**src/sdmu_pkg.sv**
```systemverilog
// sdmu_pkg: types and constants shared by the sh4 data move unit
// item kinds, result status codes, access sizes, opcode groups and
// the structs passed between the register file, execute stage and top level
package sdmu_pkg;

  localparam int unsigned XLEN    = 32;
  localparam int unsigned REG_AW  = 4;
  localparam logic [REG_AW-1:0] REG_R0 = 4'd0;

  typedef enum logic [1:0] {
    KIND_INSN     = 2'd0,
    KIND_LOAD_RET = 2'd1,
    KIND_REG_RD   = 2'd2,
    KIND_REG_WR   = 2'd3
  } kind_e;

  typedef enum logic [1:0] {
    ST_DONE      = 2'd0,
    ST_LOAD_PEND = 2'd1,
    ST_BAD_OP    = 2'd2,
    ST_BAD_RET   = 2'd3
  } status_e;

  // access sizes
  localparam logic [1:0] SZ_BYTE = 2'd0;
  localparam logic [1:0] SZ_WORD = 2'd1;
  localparam logic [1:0] SZ_LONG = 2'd2;

  // opcode groups, top nibble of the instruction word
  localparam logic [3:0] GRP_MISC0     = 4'h0;
  localparam logic [3:0] GRP_MOVL_ST_D = 4'h1;
  localparam logic [3:0] GRP_STORE_IND = 4'h2;
  localparam logic [3:0] GRP_MOVL_LD_D = 4'h5;
  localparam logic [3:0] GRP_LOAD_IND  = 4'h6;
  localparam logic [3:0] GRP_DISP_R0   = 4'h8;
  localparam logic [3:0] GRP_MOVW_PC   = 4'h9;
  localparam logic [3:0] GRP_GBR       = 4'hC;
  localparam logic [3:0] GRP_MOVL_PC   = 4'hD;
  localparam logic [3:0] GRP_MOV_IMM   = 4'hE;

  // sub-function codes
  localparam logic [7:0] FN8_MOVT    = 8'h29;
  localparam logic [3:0] FN_XTRCT    = 4'hD;
  localparam logic [3:0] FN_MOV_RR   = 4'h3;
  localparam logic [3:0] FN_SWAP_B   = 4'h8;
  localparam logic [3:0] FN_SWAP_W   = 4'h9;
  localparam logic [3:0] FN_MOVA     = 4'h7;

  typedef struct packed {
    kind_e            kind;
    logic [15:0]      opcode;
    logic [XLEN-1:0]  pc_value;
    logic             t_flag;
    logic [XLEN-1:0]  gbr_value;
    logic [XLEN-1:0]  data_in;
    logic [REG_AW-1:0] reg_index;
  } item_t;

  typedef struct packed {
    status_e          status;
    logic             mem_request;
    logic             mem_is_write;
    logic [1:0]       mem_size;
    logic [XLEN-1:0]  mem_address;
    logic [XLEN-1:0]  mem_write_data;
    logic [XLEN-1:0]  next_pc;
    logic [XLEN-1:0]  reg_value;
  } result_t;

  typedef struct packed {
    logic              en;
    logic [REG_AW-1:0] addr;
    logic [XLEN-1:0]   data;
  } wb_t;

  typedef struct packed {
    logic              valid;
    logic [REG_AW-1:0] dest;
    logic [1:0]        size;
  } pend_t;

  typedef struct packed {
    logic [XLEN-1:0] r0;
    logic [XLEN-1:0] rn;
    logic [XLEN-1:0] rm;
  } operands_t;

endpackage

```
**src/sdmu_in_if.sv**
```systemverilog
// sdmu_in_if: input item channel of the sh4 data move unit
// valid/ready handshake plus the item payload; no dependencies
interface sdmu_in_if;
  logic        valid;
  logic        ready;
  logic [1:0]  kind;
  logic [15:0] opcode;
  logic [31:0] pc_value;
  logic        t_flag;
  logic [31:0] gbr_value;
  logic [31:0] data_in;
  logic [3:0]  reg_index;

  modport source (
    output valid, kind, opcode, pc_value, t_flag, gbr_value, data_in, reg_index,
    input  ready
  );
  modport sink (
    input  valid, kind, opcode, pc_value, t_flag, gbr_value, data_in, reg_index,
    output ready
  );
endinterface

```
**src/sdmu_out_if.sv**
```systemverilog
// sdmu_out_if: result channel of the sh4 data move unit
// valid/ready handshake plus the result payload; no dependencies
interface sdmu_out_if;
  logic        valid;
  logic        ready;
  logic [1:0]  status;
  logic        mem_request;
  logic        mem_is_write;
  logic [1:0]  mem_size;
  logic [31:0] mem_address;
  logic [31:0] mem_write_data;
  logic [31:0] next_pc;
  logic [31:0] reg_value;

  modport source (
    output valid, status, mem_request, mem_is_write, mem_size, mem_address,
           mem_write_data, next_pc, reg_value,
    input  ready
  );
  modport sink (
    input  valid, status, mem_request, mem_is_write, mem_size, mem_address,
           mem_write_data, next_pc, reg_value,
    output ready
  );
endinterface

```
**src/sdmu_regfile.sv**
```systemverilog
// sdmu_regfile: sixteen general registers in two mirrored synchronous banks
// bank a serves the rn and rm reads, bank b serves r0; one write port
// depends on sdmu_pkg
module sdmu_regfile (
  input  logic                           clk_i,
  input  logic                           rst_ni,
  input  logic                           rd_en_i,
  input  logic [sdmu_pkg::REG_AW-1:0]    rd_addr_n_i,
  input  logic [sdmu_pkg::REG_AW-1:0]    rd_addr_m_i,
  input  sdmu_pkg::wb_t                  wb_i,
  output logic [sdmu_pkg::XLEN-1:0]      rd_n_o,
  output logic [sdmu_pkg::XLEN-1:0]      rd_m_o,
  output logic [sdmu_pkg::XLEN-1:0]      rd_0_o
);

  localparam int unsigned NREGS = 2 ** sdmu_pkg::REG_AW;

  logic [sdmu_pkg::XLEN-1:0] bank_a_q [NREGS];
  logic [sdmu_pkg::XLEN-1:0] bank_b_q [NREGS];
  logic [NREGS-1:0]          written_q;
  logic [sdmu_pkg::XLEN-1:0] rd_n_q;
  logic [sdmu_pkg::XLEN-1:0] rd_m_q;
  logic [sdmu_pkg::XLEN-1:0] rd_0_q;

  // entries read as zero until first written after reset
  always_ff @(posedge clk_i or negedge rst_ni) begin
    if (!rst_ni) begin
      written_q <= '0;
    end else if (wb_i.en) begin
      written_q[wb_i.addr] <= 1'b1;
    end
  end

  // write port, both banks kept identical
  always_ff @(posedge clk_i) begin
    if (wb_i.en) begin
      bank_a_q[wb_i.addr] <= wb_i.data;
      bank_b_q[wb_i.addr] <= wb_i.data;
    end
  end

  // registered reads, held while no new item enters
  always_ff @(posedge clk_i) begin
    if (rd_en_i) begin
      rd_n_q <= written_q[rd_addr_n_i] ? bank_a_q[rd_addr_n_i] : '0;
      rd_m_q <= written_q[rd_addr_m_i] ? bank_a_q[rd_addr_m_i] : '0;
      rd_0_q <= written_q[sdmu_pkg::REG_R0] ? bank_b_q[sdmu_pkg::REG_R0] : '0;
    end
  end

  assign rd_n_o = rd_n_q;
  assign rd_m_o = rd_m_q;
  assign rd_0_o = rd_0_q;

endmodule

```
**src/sdmu_exec.sv**
```systemverilog
// sdmu_exec: decode and execute of one item from its register operands
// gives the result, the register write-back and the next pending-load state
// depends on sdmu_pkg
module sdmu_exec (
  input  sdmu_pkg::item_t      item_i,
  input  sdmu_pkg::operands_t  ops_i,
  input  sdmu_pkg::pend_t      pend_i,
  output sdmu_pkg::result_t    res_o,
  output sdmu_pkg::wb_t        wb_o,
  output sdmu_pkg::pend_t      pend_o
);

  function automatic logic [31:0] size_mask(input logic [1:0] sz);
    logic [31:0] mask;
    case (sz)
      sdmu_pkg::SZ_BYTE: mask = 32'h0000_00FF;
      sdmu_pkg::SZ_WORD: mask = 32'h0000_FFFF;
      default:           mask = 32'hFFFF_FFFF;
    endcase
    return mask;
  endfunction

  function automatic logic [31:0] sext_size(input logic [31:0] v, input logic [1:0] sz);
    logic [31:0] r;
    case (sz)
      sdmu_pkg::SZ_BYTE: r = {{24{v[7]}}, v[7:0]};
      sdmu_pkg::SZ_WORD: r = {{16{v[15]}}, v[15:0]};
      default:           r = v;
    endcase
    return r;
  endfunction

  logic [3:0]  grp;
  logic [3:0]  n;
  logic [3:0]  m;
  logic [3:0]  lo;
  logic [7:0]  d8;
  logic [31:0] r0;
  logic [31:0] rn;
  logic [31:0] rm;
  logic [31:0] pc_al;
  logic [31:0] base;
  logic [31:0] off;
  logic [31:0] addr;
  logic [31:0] sdata;
  logic [1:0]  sz;
  logic [3:0]  dest;
  logic        ok;
  logic        ld;
  logic        st;
  logic        we;
  logic        we_from_addr;
  logic [3:0]  waddr;
  logic [31:0] wdata;

  // instruction decode and address generation
  always_comb begin
    grp   = item_i.opcode[15:12];
    n     = item_i.opcode[11:8];
    m     = item_i.opcode[7:4];
    lo    = item_i.opcode[3:0];
    d8    = item_i.opcode[7:0];
    r0    = ops_i.r0;
    rn    = ops_i.rn;
    rm    = ops_i.rm;
    pc_al = {item_i.pc_value[31:2], 2'b00};

    ok           = 1'b1;
    ld           = 1'b0;
    st           = 1'b0;
    sz           = sdmu_pkg::SZ_LONG;
    base         = '0;
    off          = '0;
    sdata        = '0;
    dest         = n;
    we           = 1'b0;
    we_from_addr = 1'b0;
    waddr        = n;
    wdata        = '0;

    case (grp)
      sdmu_pkg::GRP_MISC0: begin
        if (lo inside {[4'h4:4'h6]}) begin
          st = 1'b1; base = r0; off = rn; sz = lo[1:0]; sdata = rm;
        end else if (lo inside {[4'hC:4'hE]}) begin
          ld = 1'b1; base = r0; off = rm; sz = lo[1:0];
        end else if (d8 == sdmu_pkg::FN8_MOVT) begin
          we = 1'b1; wdata = {31'b0, item_i.t_flag};
        end else begin
          ok = 1'b0;
        end
      end
      sdmu_pkg::GRP_MOVL_ST_D: begin
        st = 1'b1; base = rn; off = {26'b0, lo, 2'b00}; sdata = rm;
      end
      sdmu_pkg::GRP_STORE_IND: begin
        if (lo inside {[4'h0:4'h2]}) begin
          st = 1'b1; base = rn; sz = lo[1:0]; sdata = rm;
        end else if (lo inside {[4'h4:4'h6]}) begin
          // pre-decrement: store data is rm before the update
          st = 1'b1; base = rn; sz = lo[1:0]; off = {32{1'b1}} << lo[1:0];
          sdata = rm; we = 1'b1; we_from_addr = 1'b1;
        end else if (lo == sdmu_pkg::FN_XTRCT) begin
          we = 1'b1; wdata = {rm[15:0], rn[31:16]};
        end else begin
          ok = 1'b0;
        end
      end
      sdmu_pkg::GRP_MOVL_LD_D: begin
        ld = 1'b1; base = rm; off = {26'b0, lo, 2'b00};
      end
      sdmu_pkg::GRP_LOAD_IND: begin
        if (lo inside {[4'h0:4'h2]}) begin
          ld = 1'b1; base = rm; sz = lo[1:0];
        end else if (lo == sdmu_pkg::FN_MOV_RR) begin
          we = 1'b1; wdata = rm;
        end else if (lo inside {[4'h4:4'h6]}) begin
          // post-increment, skipped when the load lands in rm itself
          ld = 1'b1; base = rm; sz = lo[1:0];
          we = (n != m); waddr = m; wdata = rm + (32'd1 << lo[1:0]);
        end else if (lo == sdmu_pkg::FN_SWAP_B) begin
          we = 1'b1; wdata = {rm[31:16], rm[7:0], rm[15:8]};
        end else if (lo == sdmu_pkg::FN_SWAP_W) begin
          we = 1'b1; wdata = {rm[15:0], rm[31:16]};
        end else begin
          ok = 1'b0;
        end
      end
      sdmu_pkg::GRP_DISP_R0: begin
        if (n inside {[4'h0:4'h1]}) begin
          st = 1'b1; base = rm; off = {28'b0, lo} << n[0];
          sz = {1'b0, n[0]}; sdata = r0;
        end else if (n inside {[4'h4:4'h5]}) begin
          ld = 1'b1; base = rm; off = {28'b0, lo} << n[0];
          sz = {1'b0, n[0]}; dest = sdmu_pkg::REG_R0;
        end else begin
          ok = 1'b0;
        end
      end
      sdmu_pkg::GRP_MOVW_PC: begin
        ld = 1'b1; base = item_i.pc_value; off = {23'b0, d8, 1'b0} + 32'd4;
        sz = sdmu_pkg::SZ_WORD;
      end
      sdmu_pkg::GRP_GBR: begin
        if (n inside {[4'h0:4'h2]}) begin
          st = 1'b1; base = item_i.gbr_value; off = {24'b0, d8} << n[1:0];
          sz = n[1:0]; sdata = r0;
        end else if (n inside {[4'h4:4'h6]}) begin
          ld = 1'b1; base = item_i.gbr_value; off = {24'b0, d8} << n[1:0];
          sz = n[1:0]; dest = sdmu_pkg::REG_R0;
        end else if (n == sdmu_pkg::FN_MOVA) begin
          base = pc_al; off = {22'b0, d8, 2'b00} + 32'd4;
          we = 1'b1; we_from_addr = 1'b1; waddr = sdmu_pkg::REG_R0;
        end else begin
          ok = 1'b0;
        end
      end
      sdmu_pkg::GRP_MOVL_PC: begin
        ld = 1'b1; base = pc_al; off = {22'b0, d8, 2'b00} + 32'd4;
      end
      sdmu_pkg::GRP_MOV_IMM: begin
        we = 1'b1; wdata = {{24{d8[7]}}, d8};
      end
      default: begin
        ok = 1'b0;
      end
    endcase

    addr = base + off;
    if (we_from_addr) begin
      wdata = addr;
    end
  end

  // result, write-back and pending state per item kind
  always_comb begin
    res_o  = '0;
    res_o.status = sdmu_pkg::ST_DONE;
    wb_o   = '0;
    pend_o = pend_i;

    case (item_i.kind)
      sdmu_pkg::KIND_INSN: begin
        if (ok) begin
          res_o.status         = ld ? sdmu_pkg::ST_LOAD_PEND : sdmu_pkg::ST_DONE;
          res_o.mem_request    = ld | st;
          res_o.mem_is_write   = st;
          res_o.mem_size       = (ld | st) ? sz : 2'd0;
          res_o.mem_address    = (ld | st) ? addr : '0;
          res_o.mem_write_data = st ? (sdata & size_mask(sz)) : '0;
          res_o.next_pc        = item_i.pc_value + 32'd2;
          wb_o.en   = we;
          wb_o.addr = waddr;
          wb_o.data = wdata;
          if (ld) begin
            pend_o.valid = 1'b1;
            pend_o.dest  = dest;
            pend_o.size  = sz;
          end
        end else begin
          res_o.status  = sdmu_pkg::ST_BAD_OP;
          res_o.next_pc = item_i.pc_value;
        end
      end
      sdmu_pkg::KIND_LOAD_RET: begin
        if (pend_i.valid) begin
          wb_o.en      = 1'b1;
          wb_o.addr    = pend_i.dest;
          wb_o.data    = sext_size(item_i.data_in, pend_i.size);
          pend_o.valid = 1'b0;
        end else begin
          res_o.status = sdmu_pkg::ST_BAD_RET;
        end
      end
      sdmu_pkg::KIND_REG_RD: begin
        res_o.reg_value = rn;
      end
      default: begin
        wb_o.en   = 1'b1;
        wb_o.addr = item_i.reg_index;
        wb_o.data = item_i.data_in;
      end
    endcase
  end

endmodule

```
**src/sh4_data_move_unit.sv**
```systemverilog
// sh4_data_move_unit: top level of the sh4 data-transfer execution block
// register read stage, execute with forwarding, pending-load state, output register
// depends on sdmu_pkg, sdmu_in_if, sdmu_out_if, sdmu_regfile, sdmu_exec
//
// usage:
// - in_ch_i carries items: instructions, load returns, register reads and writes
// - out_ch_o carries exactly one result per item, in item order
// - a transfer happens on a rising clock edge with valid and ready both high
// - throughput is one item per cycle while the receiver takes results; the register
//   file is read in the cycle an item is accepted, the item executes in the next and
//   writes back when it leaves the execute stage
// - the register file read and the execute stage register share the accepting edge,
//   and execute feeds the output register, from which the result transfers
// - a result from the previous item written back at the same edge is
//   forwarded into the operands, so dependent items follow back to back
// - when the receiver stalls, the result register holds, the execute stage
//   holds any item it has, with in_ch_i.ready low while it does, until the result is taken
// - reset makes all sixteen registers read as zero and clears the pending load
//   and both valid flags; no clearing pass is needed
module sh4_data_move_unit (
  input  logic          clk_i,
  input  logic          rst_ni,
  sdmu_in_if.sink       in_ch_i,
  sdmu_out_if.source    out_ch_o
);

  sdmu_pkg::item_t      in_item;
  sdmu_pkg::item_t      s1_item_q;
  logic                 s1_valid_q;
  logic                 s1_adv;
  logic                 in_xfer;
  logic [3:0]           rd_addr_n;
  logic [3:0]           s1_addr_n;
  logic [3:0]           s1_addr_m;
  logic [31:0]          rd_n;
  logic [31:0]          rd_m;
  logic [31:0]          rd_0;
  sdmu_pkg::operands_t  ops;
  sdmu_pkg::wb_t        fwd_q;
  sdmu_pkg::wb_t        exec_wb;
  sdmu_pkg::wb_t        wb_commit;
  sdmu_pkg::pend_t      pend_q;
  sdmu_pkg::pend_t      exec_pend;
  sdmu_pkg::result_t    exec_res;
  sdmu_pkg::result_t    out_q;
  logic                 out_valid_q;

  // input payload
  assign in_item.kind      = sdmu_pkg::kind_e'(in_ch_i.kind);
  assign in_item.opcode    = in_ch_i.opcode;
  assign in_item.pc_value  = in_ch_i.pc_value;
  assign in_item.t_flag    = in_ch_i.t_flag;
  assign in_item.gbr_value = in_ch_i.gbr_value;
  assign in_item.data_in   = in_ch_i.data_in;
  assign in_item.reg_index = in_ch_i.reg_index;

  // pipeline flow control
  assign s1_adv        = s1_valid_q && (!out_valid_q || out_ch_o.ready);
  assign in_ch_i.ready = !s1_valid_q || s1_adv;
  assign in_xfer       = in_ch_i.valid && in_ch_i.ready;

  // register file read addresses at accept
  assign rd_addr_n = (in_item.kind == sdmu_pkg::KIND_INSN) ? in_item.opcode[11:8]
                                                           : in_item.reg_index;

  sdmu_regfile u_regfile (
    .clk_i       (clk_i),
    .rst_ni      (rst_ni),
    .rd_en_i     (in_xfer),
    .rd_addr_n_i (rd_addr_n),
    .rd_addr_m_i (in_item.opcode[7:4]),
    .wb_i        (wb_commit),
    .rd_n_o      (rd_n),
    .rd_m_o      (rd_m),
    .rd_0_o      (rd_0)
  );

  // execute stage register
  always_ff @(posedge clk_i or negedge rst_ni) begin
    if (!rst_ni) begin
      s1_valid_q <= 1'b0;
    end else if (in_ch_i.ready) begin
      s1_valid_q <= in_ch_i.valid;
    end
  end

  always_ff @(posedge clk_i) begin
    if (in_xfer) begin
      s1_item_q <= in_item;
    end
  end

  // forward the write that landed at the same edge as the read
  assign s1_addr_n = (s1_item_q.kind == sdmu_pkg::KIND_INSN) ? s1_item_q.opcode[11:8]
                                                             : s1_item_q.reg_index;
  assign s1_addr_m = s1_item_q.opcode[7:4];

  assign ops.rn = (fwd_q.en && fwd_q.addr == s1_addr_n) ? fwd_q.data : rd_n;
  assign ops.rm = (fwd_q.en && fwd_q.addr == s1_addr_m) ? fwd_q.data : rd_m;
  assign ops.r0 = (fwd_q.en && fwd_q.addr == sdmu_pkg::REG_R0) ? fwd_q.data : rd_0;

  sdmu_exec u_exec (
    .item_i (s1_item_q),
    .ops_i  (ops),
    .pend_i (pend_q),
    .res_o  (exec_res),
    .wb_o   (exec_wb),
    .pend_o (exec_pend)
  );

  // write back only when the item leaves the execute stage
  always_comb begin
    wb_commit    = exec_wb;
    wb_commit.en = exec_wb.en && s1_adv;
  end

  // bypass register and pending-load state
  always_ff @(posedge clk_i or negedge rst_ni) begin
    if (!rst_ni) begin
      fwd_q  <= '0;
      pend_q <= '0;
    end else begin
      if (in_xfer) begin
        fwd_q <= wb_commit;
      end
      if (s1_adv) begin
        pend_q <= exec_pend;
      end
    end
  end

  // output register
  always_ff @(posedge clk_i or negedge rst_ni) begin
    if (!rst_ni) begin
      out_valid_q <= 1'b0;
    end else if (s1_adv) begin
      out_valid_q <= 1'b1;
    end else if (out_ch_o.ready) begin
      out_valid_q <= 1'b0;
    end
  end

  always_ff @(posedge clk_i) begin
    if (s1_adv) begin
      out_q <= exec_res;
    end
  end

  assign out_ch_o.valid          = out_valid_q;
  assign out_ch_o.status         = out_q.status;
  assign out_ch_o.mem_request    = out_q.mem_request;
  assign out_ch_o.mem_is_write   = out_q.mem_is_write;
  assign out_ch_o.mem_size       = out_q.mem_size;
  assign out_ch_o.mem_address    = out_q.mem_address;
  assign out_ch_o.mem_write_data = out_q.mem_write_data;
  assign out_ch_o.next_pc        = out_q.next_pc;
  assign out_ch_o.reg_value      = out_q.reg_value;

`ifndef SYNTH
  a_stall_blocks_input: assert property (@(posedge clk_i) disable iff (!rst_ni)
    (s1_valid_q && !s1_adv) |-> !in_ch_i.ready)
    else $error("input accepted while execute stage is stalled");

  a_load_sets_pending: assert property (@(posedge clk_i) disable iff (!rst_ni)
    (s1_adv && exec_res.status == sdmu_pkg::ST_LOAD_PEND) |=> pend_q.valid)
    else $error("issued load left no pending load");

  a_result_from_stage: assert property (@(posedge clk_i) disable iff (!rst_ni)
    $rose(out_valid_q) |-> $past(s1_adv))
    else $error("result appeared without an item leaving execute");
`endif

endmodule
```
**src/flat_wrapper.sv**
```systemverilog
// flat-port wrapper written by rule: the top's interface ports become plain ports
module sh4_data_move_unit_flat 
  (clk_i, rst_ni, in_ch_i_valid, in_ch_i_kind, in_ch_i_opcode, in_ch_i_pc_value, in_ch_i_t_flag, in_ch_i_gbr_value, in_ch_i_data_in, in_ch_i_reg_index, in_ch_i_ready, out_ch_o_valid, out_ch_o_status, out_ch_o_mem_request, out_ch_o_mem_is_write, out_ch_o_mem_size, out_ch_o_mem_address, out_ch_o_mem_write_data, out_ch_o_next_pc, out_ch_o_reg_value, out_ch_o_ready);
  sdmu_in_if in_ch_i_i ();
  sdmu_out_if out_ch_o_i ();
  input  logic clk_i;
  input  logic rst_ni;
  input wire logic [$bits(in_ch_i_i.valid)-1:0] in_ch_i_valid;
  input wire logic [$bits(in_ch_i_i.kind)-1:0] in_ch_i_kind;
  input wire logic [$bits(in_ch_i_i.opcode)-1:0] in_ch_i_opcode;
  input wire logic [$bits(in_ch_i_i.pc_value)-1:0] in_ch_i_pc_value;
  input wire logic [$bits(in_ch_i_i.t_flag)-1:0] in_ch_i_t_flag;
  input wire logic [$bits(in_ch_i_i.gbr_value)-1:0] in_ch_i_gbr_value;
  input wire logic [$bits(in_ch_i_i.data_in)-1:0] in_ch_i_data_in;
  input wire logic [$bits(in_ch_i_i.reg_index)-1:0] in_ch_i_reg_index;
  output wire logic [$bits(in_ch_i_i.ready)-1:0] in_ch_i_ready;
  output wire logic [$bits(out_ch_o_i.valid)-1:0] out_ch_o_valid;
  output wire logic [$bits(out_ch_o_i.status)-1:0] out_ch_o_status;
  output wire logic [$bits(out_ch_o_i.mem_request)-1:0] out_ch_o_mem_request;
  output wire logic [$bits(out_ch_o_i.mem_is_write)-1:0] out_ch_o_mem_is_write;
  output wire logic [$bits(out_ch_o_i.mem_size)-1:0] out_ch_o_mem_size;
  output wire logic [$bits(out_ch_o_i.mem_address)-1:0] out_ch_o_mem_address;
  output wire logic [$bits(out_ch_o_i.mem_write_data)-1:0] out_ch_o_mem_write_data;
  output wire logic [$bits(out_ch_o_i.next_pc)-1:0] out_ch_o_next_pc;
  output wire logic [$bits(out_ch_o_i.reg_value)-1:0] out_ch_o_reg_value;
  input wire logic [$bits(out_ch_o_i.ready)-1:0] out_ch_o_ready;
  assign in_ch_i_i.valid = in_ch_i_valid;
  assign in_ch_i_i.kind = in_ch_i_kind;
  assign in_ch_i_i.opcode = in_ch_i_opcode;
  assign in_ch_i_i.pc_value = in_ch_i_pc_value;
  assign in_ch_i_i.t_flag = in_ch_i_t_flag;
  assign in_ch_i_i.gbr_value = in_ch_i_gbr_value;
  assign in_ch_i_i.data_in = in_ch_i_data_in;
  assign in_ch_i_i.reg_index = in_ch_i_reg_index;
  assign in_ch_i_ready = in_ch_i_i.ready;
  assign out_ch_o_valid = out_ch_o_i.valid;
  assign out_ch_o_status = out_ch_o_i.status;
  assign out_ch_o_mem_request = out_ch_o_i.mem_request;
  assign out_ch_o_mem_is_write = out_ch_o_i.mem_is_write;
  assign out_ch_o_mem_size = out_ch_o_i.mem_size;
  assign out_ch_o_mem_address = out_ch_o_i.mem_address;
  assign out_ch_o_mem_write_data = out_ch_o_i.mem_write_data;
  assign out_ch_o_next_pc = out_ch_o_i.next_pc;
  assign out_ch_o_reg_value = out_ch_o_i.reg_value;
  assign out_ch_o_i.ready = out_ch_o_ready;
  sh4_data_move_unit u_core (.clk_i(clk_i), .rst_ni(rst_ni), .in_ch_i(in_ch_i_i), .out_ch_o(out_ch_o_i));
endmodule
```
**config.mk**
```make
export PLATFORM = sky130hd
export DESIGN_NAME = sh4_data_move_unit_flat
export DESIGN_NICKNAME = d
export VERILOG_FILES = /design/src/sdmu_pkg.sv /design/src/sdmu_in_if.sv /design/src/sdmu_out_if.sv /design/src/sdmu_regfile.sv /design/src/sdmu_exec.sv /design/src/sh4_data_move_unit.sv /design/src/flat_wrapper.sv
export SDC_FILE = /design/constraint.sdc
export NUM_CORES = 2
export LEC_CHECK = 0
export ABC_CLOCK_PERIOD_IN_PS = 8800
export BUFFER_PORTS_ARGS = -buffer_cell sky130_fd_sc_hd__buf_2
export CAP_MARGIN = 20
export CORE_MARGIN = 5
export CORE_UTILIZATION = 62
export DETAILED_ROUTE_END_ITERATION = 7
export GPL_TIMING_DRIVEN = 1
export PLACE_DENSITY = 0.81
export SLEW_MARGIN = 10
export SYNTH_ARGS = -nofsm -noshare
export SYNTH_HDL_FRONTEND = slang
export SYNTH_SLANG_ARGS = --single-unit
export TNS_END_PERCENT = 100
```
**constraint.sdc**
```tcl
create_clock -name clk_i -period 8.8 [get_ports clk_i]
set_input_delay 1.76 -clock clk_i [delete_from_list [all_inputs] [get_ports clk_i]]
set_output_delay 1.76 -clock clk_i [all_outputs]
set_load 0.01 [all_outputs]
```
==> impl_metrics.ini <==
[status]
outcome = finished, violations left
failed_checks = design-rule violations

[final_layout]
design_area_mm2 = 0.0527
nets = 4190
areaGrowthSynthToFinish_pct = 11.6
layout-drive-gt1-share_pct = 19.1
fill_cells = 5048

[detailed_routing]
drtIter0Drc = 6412
wl_per_cell_um = 31.4
ant_nets = 0
wl_met1_um = 54600
route.detailed.drc = 2
vias = 36600
wl_met3_um = 22600
wirelength_um = 159000
wl_met2_um = 71900
drt_first_pass_iters = 8
top_layer_used = met5
vias_per_cell = 7.21

[worst_setup_path]
r2r_end = u_core.u_regfile.bank_a_q[5][31]$_DFFE_PP_
cp_top_family = compound AO/OA/AOI/OAI gates
crit_type = reg -> reg
crit_slowest_cell = a31oi_2
critPathMaxFanout = 20
r2r.worst_path.cells = 21
crit_required_ps = 9150
critical_path_cell_count = 21
worst_path_most_repeated_cell = buf_4
crit_path_end_kind = flip-flop
crit_buf_inv = 3
r2r_start = u_core.s1_item_q[103]$_DFFE_PP_
max_stage_delay_ps = 700
crit_chain = buf_4 -> ha_1 -> nand2b_1 -> a21o_1 -> and2_1 -> o21ai_1 -> a31oi_2 -> buf_4 -> o221ai_1 -> ha_1 -> and2_0 -> a21o_1 -> a221o_1 -> nand4_1 -> o21ai_0 -> buf_4 -> o31ai_1 -> o21ai_0 -> xnor2_1 -> a21oi_1 -> a2bb2oi_2
critPathLaunchType = flip-flop
cp.arrival_ps = 7410
r2r_setup_slack_ps = 1730

[synth]
ys.flop_type = edfxtp_1
mappedNetlistArea_mm2 = 0.0473
mappedNetlistNets = 4009
yosysWarnings = 0
syn_inst = 3841
synth_mux_area_share_pct = 11.4
yosysTopAreaCell = edfxtp_1
yosys.area_share.simple_pct = 14.0
ys_seq_area_share_pct = 58.0
synth_top_family_by_area = simple AND/OR/NAND/NOR gates
postSynthAreaPerCell_um2 = 12.3
synth-edff-count = 861
synth.area.top_cells = edfxtp_1 (55%), mux4_2 (8.0%), nand2_1 (5.4%)
ys_ff_latch = 923
synth_compound_area_share_pct = 11.0
synthAdderAreaFrac_pct = 1.22
async_flop_share_pct = 6.72
synth_top_area_share_pct = 54.7
synth-xor-area-share_pct = 1.65
yosysUniqueCellTypes = 90

[placement]
place.port_buffers = 258
gp_congestion = 1.10
dp_hpwl_um = 103000
place_area_mm2 = 0.0498

[clocking]
clkTransAtPathRegs_ps = 60
cts_setup_buffers = 0
clk_latency_ps = 670
cts_buffer_depth = 3
cts.htree.levels = 3
holdBufCountCts = 0
cts.sinks = 923
cts_tree = yes
cts-buffers-inserted = 91
cts_resized = 0
cts-root-buf = clkbuf_16

[hold_path]
whs_path_depth = 2
min_path_type = reg -> reg
hold_path_end = u_core.pend_q[4]$_DFFE_PN0P_
hp-start = u_core.pend_q[4]$_DFFE_PN0P_

[global_routing]
grt-ovfl-total = 0
grt_max_degree = 169
antenna_found_initial = 2
track_usage_pct = 38.0
grt_pass1_wl_um = 231000
grt_pass1_vias = 35400

[die]
coreArea_mm2 = 0.0758
die-width_um = 286
dieHeight_um = 286
initial_utilization_pct = 62.3
dieArea_mm2 = 0.0818
io_pins = 259
rows = 101

[timing]
period_share_pct = 80.3
setup_violations = 0
finalHoldViolCount = 0
slew_violations = 0
worst_pin_slew_ps = 1250
timing.fmax_mhz = 142
layout_min_cycle_time_ps = 7070
tns_ps = 0
fin_skew_ps = 40.8
slew_headroom_pct = 16.6
rsz0062_at_grt = no

[power_and_ir_drop]
p_per_area_mw_per_mm2 = 201
leakagePower_uw = 0.0190
ir_worst_vdd_mv = 0.190

[job]
drv_cap = 0
-- cell families after synthesis --
kind of cell	after synthesis
buffers and inverters	319
adders and majority gates	45
AOI/OAI and AO/OA	719
xor gates and xnor gates	83
and+or+nand+nor	1432
muxes	320
DFF	923
-- final cells by class --
type	count	area, µm²	area share [%]
Sequential cell	923	27400	52.0
Multi-Input combinational cell	2599	18800	35.7
Clock buffer	128	2500	4.74
Timing Repair Buffer	370	2210	4.18
Tap cell	978	1220	2.32
Clock inverter	41	394	0.748
Inverter	37	151	0.287
Antenna cell	2	5.00	0.00949
-- how the worst max path moves through the flow --
stage                                                from                                     endpoint  slack, ps
after floorplan                            out_ch_o_ready                 u_core.pend_q[2]$_DFFE_PN0P_       2860
after global placement    u_core.s1_item_q[102]$_DFFE_PP_   u_core.u_regfile.bank_a_q[9][31]$_DFFE_PP_       1680
after detailed placement  u_core.s1_item_q[103]$_DFFE_PP_  u_core.u_regfile.bank_a_q[13][31]$_DFFE_PP_       1580
after CTS                 u_core.s1_item_q[103]$_DFFE_PP_   u_core.u_regfile.bank_a_q[5][31]$_DFFE_PP_       1450
after global routing      u_core.s1_item_q[103]$_DFFE_PP_   u_core.u_regfile.bank_a_q[5][31]$_DFFE_PP_       1450
final                     u_core.s1_item_q[103]$_DFFE_PP_   u_core.u_regfile.bank_a_q[5][31]$_DFFE_PP_       1730
-- per-stage QoR --
stage	instances	hold WS [ps]	total power (µW)	util, %	setup slack (ps)
global placement	4905	470	6740	65.7	1680
global route	5076	517	10900	69.5	1450
floorplan	3841	450	6160	-	2860
CTS	5074	487	10500	69.5	1450
finish	5078	485	10600	69.5	1730
detailed placement	4905	474	6760	65.7	1580
-- power breakdown --
group	internal [µW]	leakage, µW	switching, µW	total [µW]
registers	5080	0.00892	216	5300
clock network	2140	0.00141	1670	3810
logic	495	0.00866	969	1460
-- cells in the mapped netlist (10+ instances only) --
cell	count
edfxtp_1	861
nand2_1	680
clkbuf_1	219
nor2_1	212
nand3_1	173
mux4_2	168
o21ai_0	133
a311oi_1	129
a21oi_1	112
o221ai_1	94
mux2i_1	88
and3_1	84
and2_1	80
mux2_2	63
dfrtp_1	62
nor2b_1	58
ha_1	43
xor2_1	43
inv_1	36
xnor2_1	36
nor3b_1	35
buf_1	34
a222oi_1	33
a31oi_1	27
nand4_1	26
a211oi_1	22
o21bai_1	22
buf_2	21
a21o_1	19
nand2b_1	19
o22ai_1	16
nor3_1	13
o211ai_1	12
a221o_1	10
a221oi_1	10
-- placed cells by master, fill, tap and decap left out, types with 80 or more instances in the layout --
master / netlist / final
mux4_2: 168 / 168
a311oi_1: 129 / 129
and3_1: 84 / 84
o21ai_0: 133 / 131
nor2_1: 212 / 192
nand2_1: 680 / 680
mux2i_1: 88 / 84
buf_4: 4 / 108
o221ai_1: 94 / 94
nand3_1: 173 / 173
buf_2: 21 / 256
and2_1: 80 / 80
clkbuf_16: 0 / 93
edfxtp_1: 861 / 861
a21oi_1: 112 / 111
-- flip-flops by register name (all words and copies together) (netlist names), 4 cells and up --
| register | count |
|---|---|
| u_core.s1_addr_m | 4 |
| u_core.out_ch_o.reg_value | 32 |
| u_core.out_ch_o.next_pc | 32 |
| u_core.fwd_q | 37 |
| u_core.s1_item_q | 115 |
| u_core.u_regfile.rd_m_o | 32 |
| u_core.out_ch_o.mem_address | 32 |
| u_core.u_regfile.rd_0_o | 32 |
| u_core.u_regfile.bank_a_q | 480 |
| u_core.pend_q | 7 |
| u_core.u_regfile.written_q | 16 |
| u_core.u_regfile.rd_n_o | 32 |
| u_core.u_regfile.bank_b_q | 32 |
| u_core.out_ch_o.mem_write_data | 32 |
-- worst reg2reg max path: stages, from the launching register on --
cell	delay, ps
edfxtp_1	370
buf_4	220
ha_1	310
nand2b_1	180
a21o_1	640
and2_1	300
o21ai_1	90
a31oi_2	700
buf_4	420
o221ai_1	180
ha_1	360
and2_0	270
a21o_1	210
a221o_1	380
nand4_1	100
o21ai_0	90
buf_4	180
o31ai_1	330
o21ai_0	270
xnor2_1	240
a21oi_1	330
a2bb2oi_2	560
-- metal layers --
| metal | GRT usage [%] | vias up |
|---|---|---|
| met5 | 0 | - |
| met2 | 58.4 | 3125 |
| li1 | - | 15200 |
| met1 | 49.9 | 17600 |
| met3 | 10.5 | 663 |
| met4 | 20.1 | 4 |
Power figures use the tool's default switching activity.
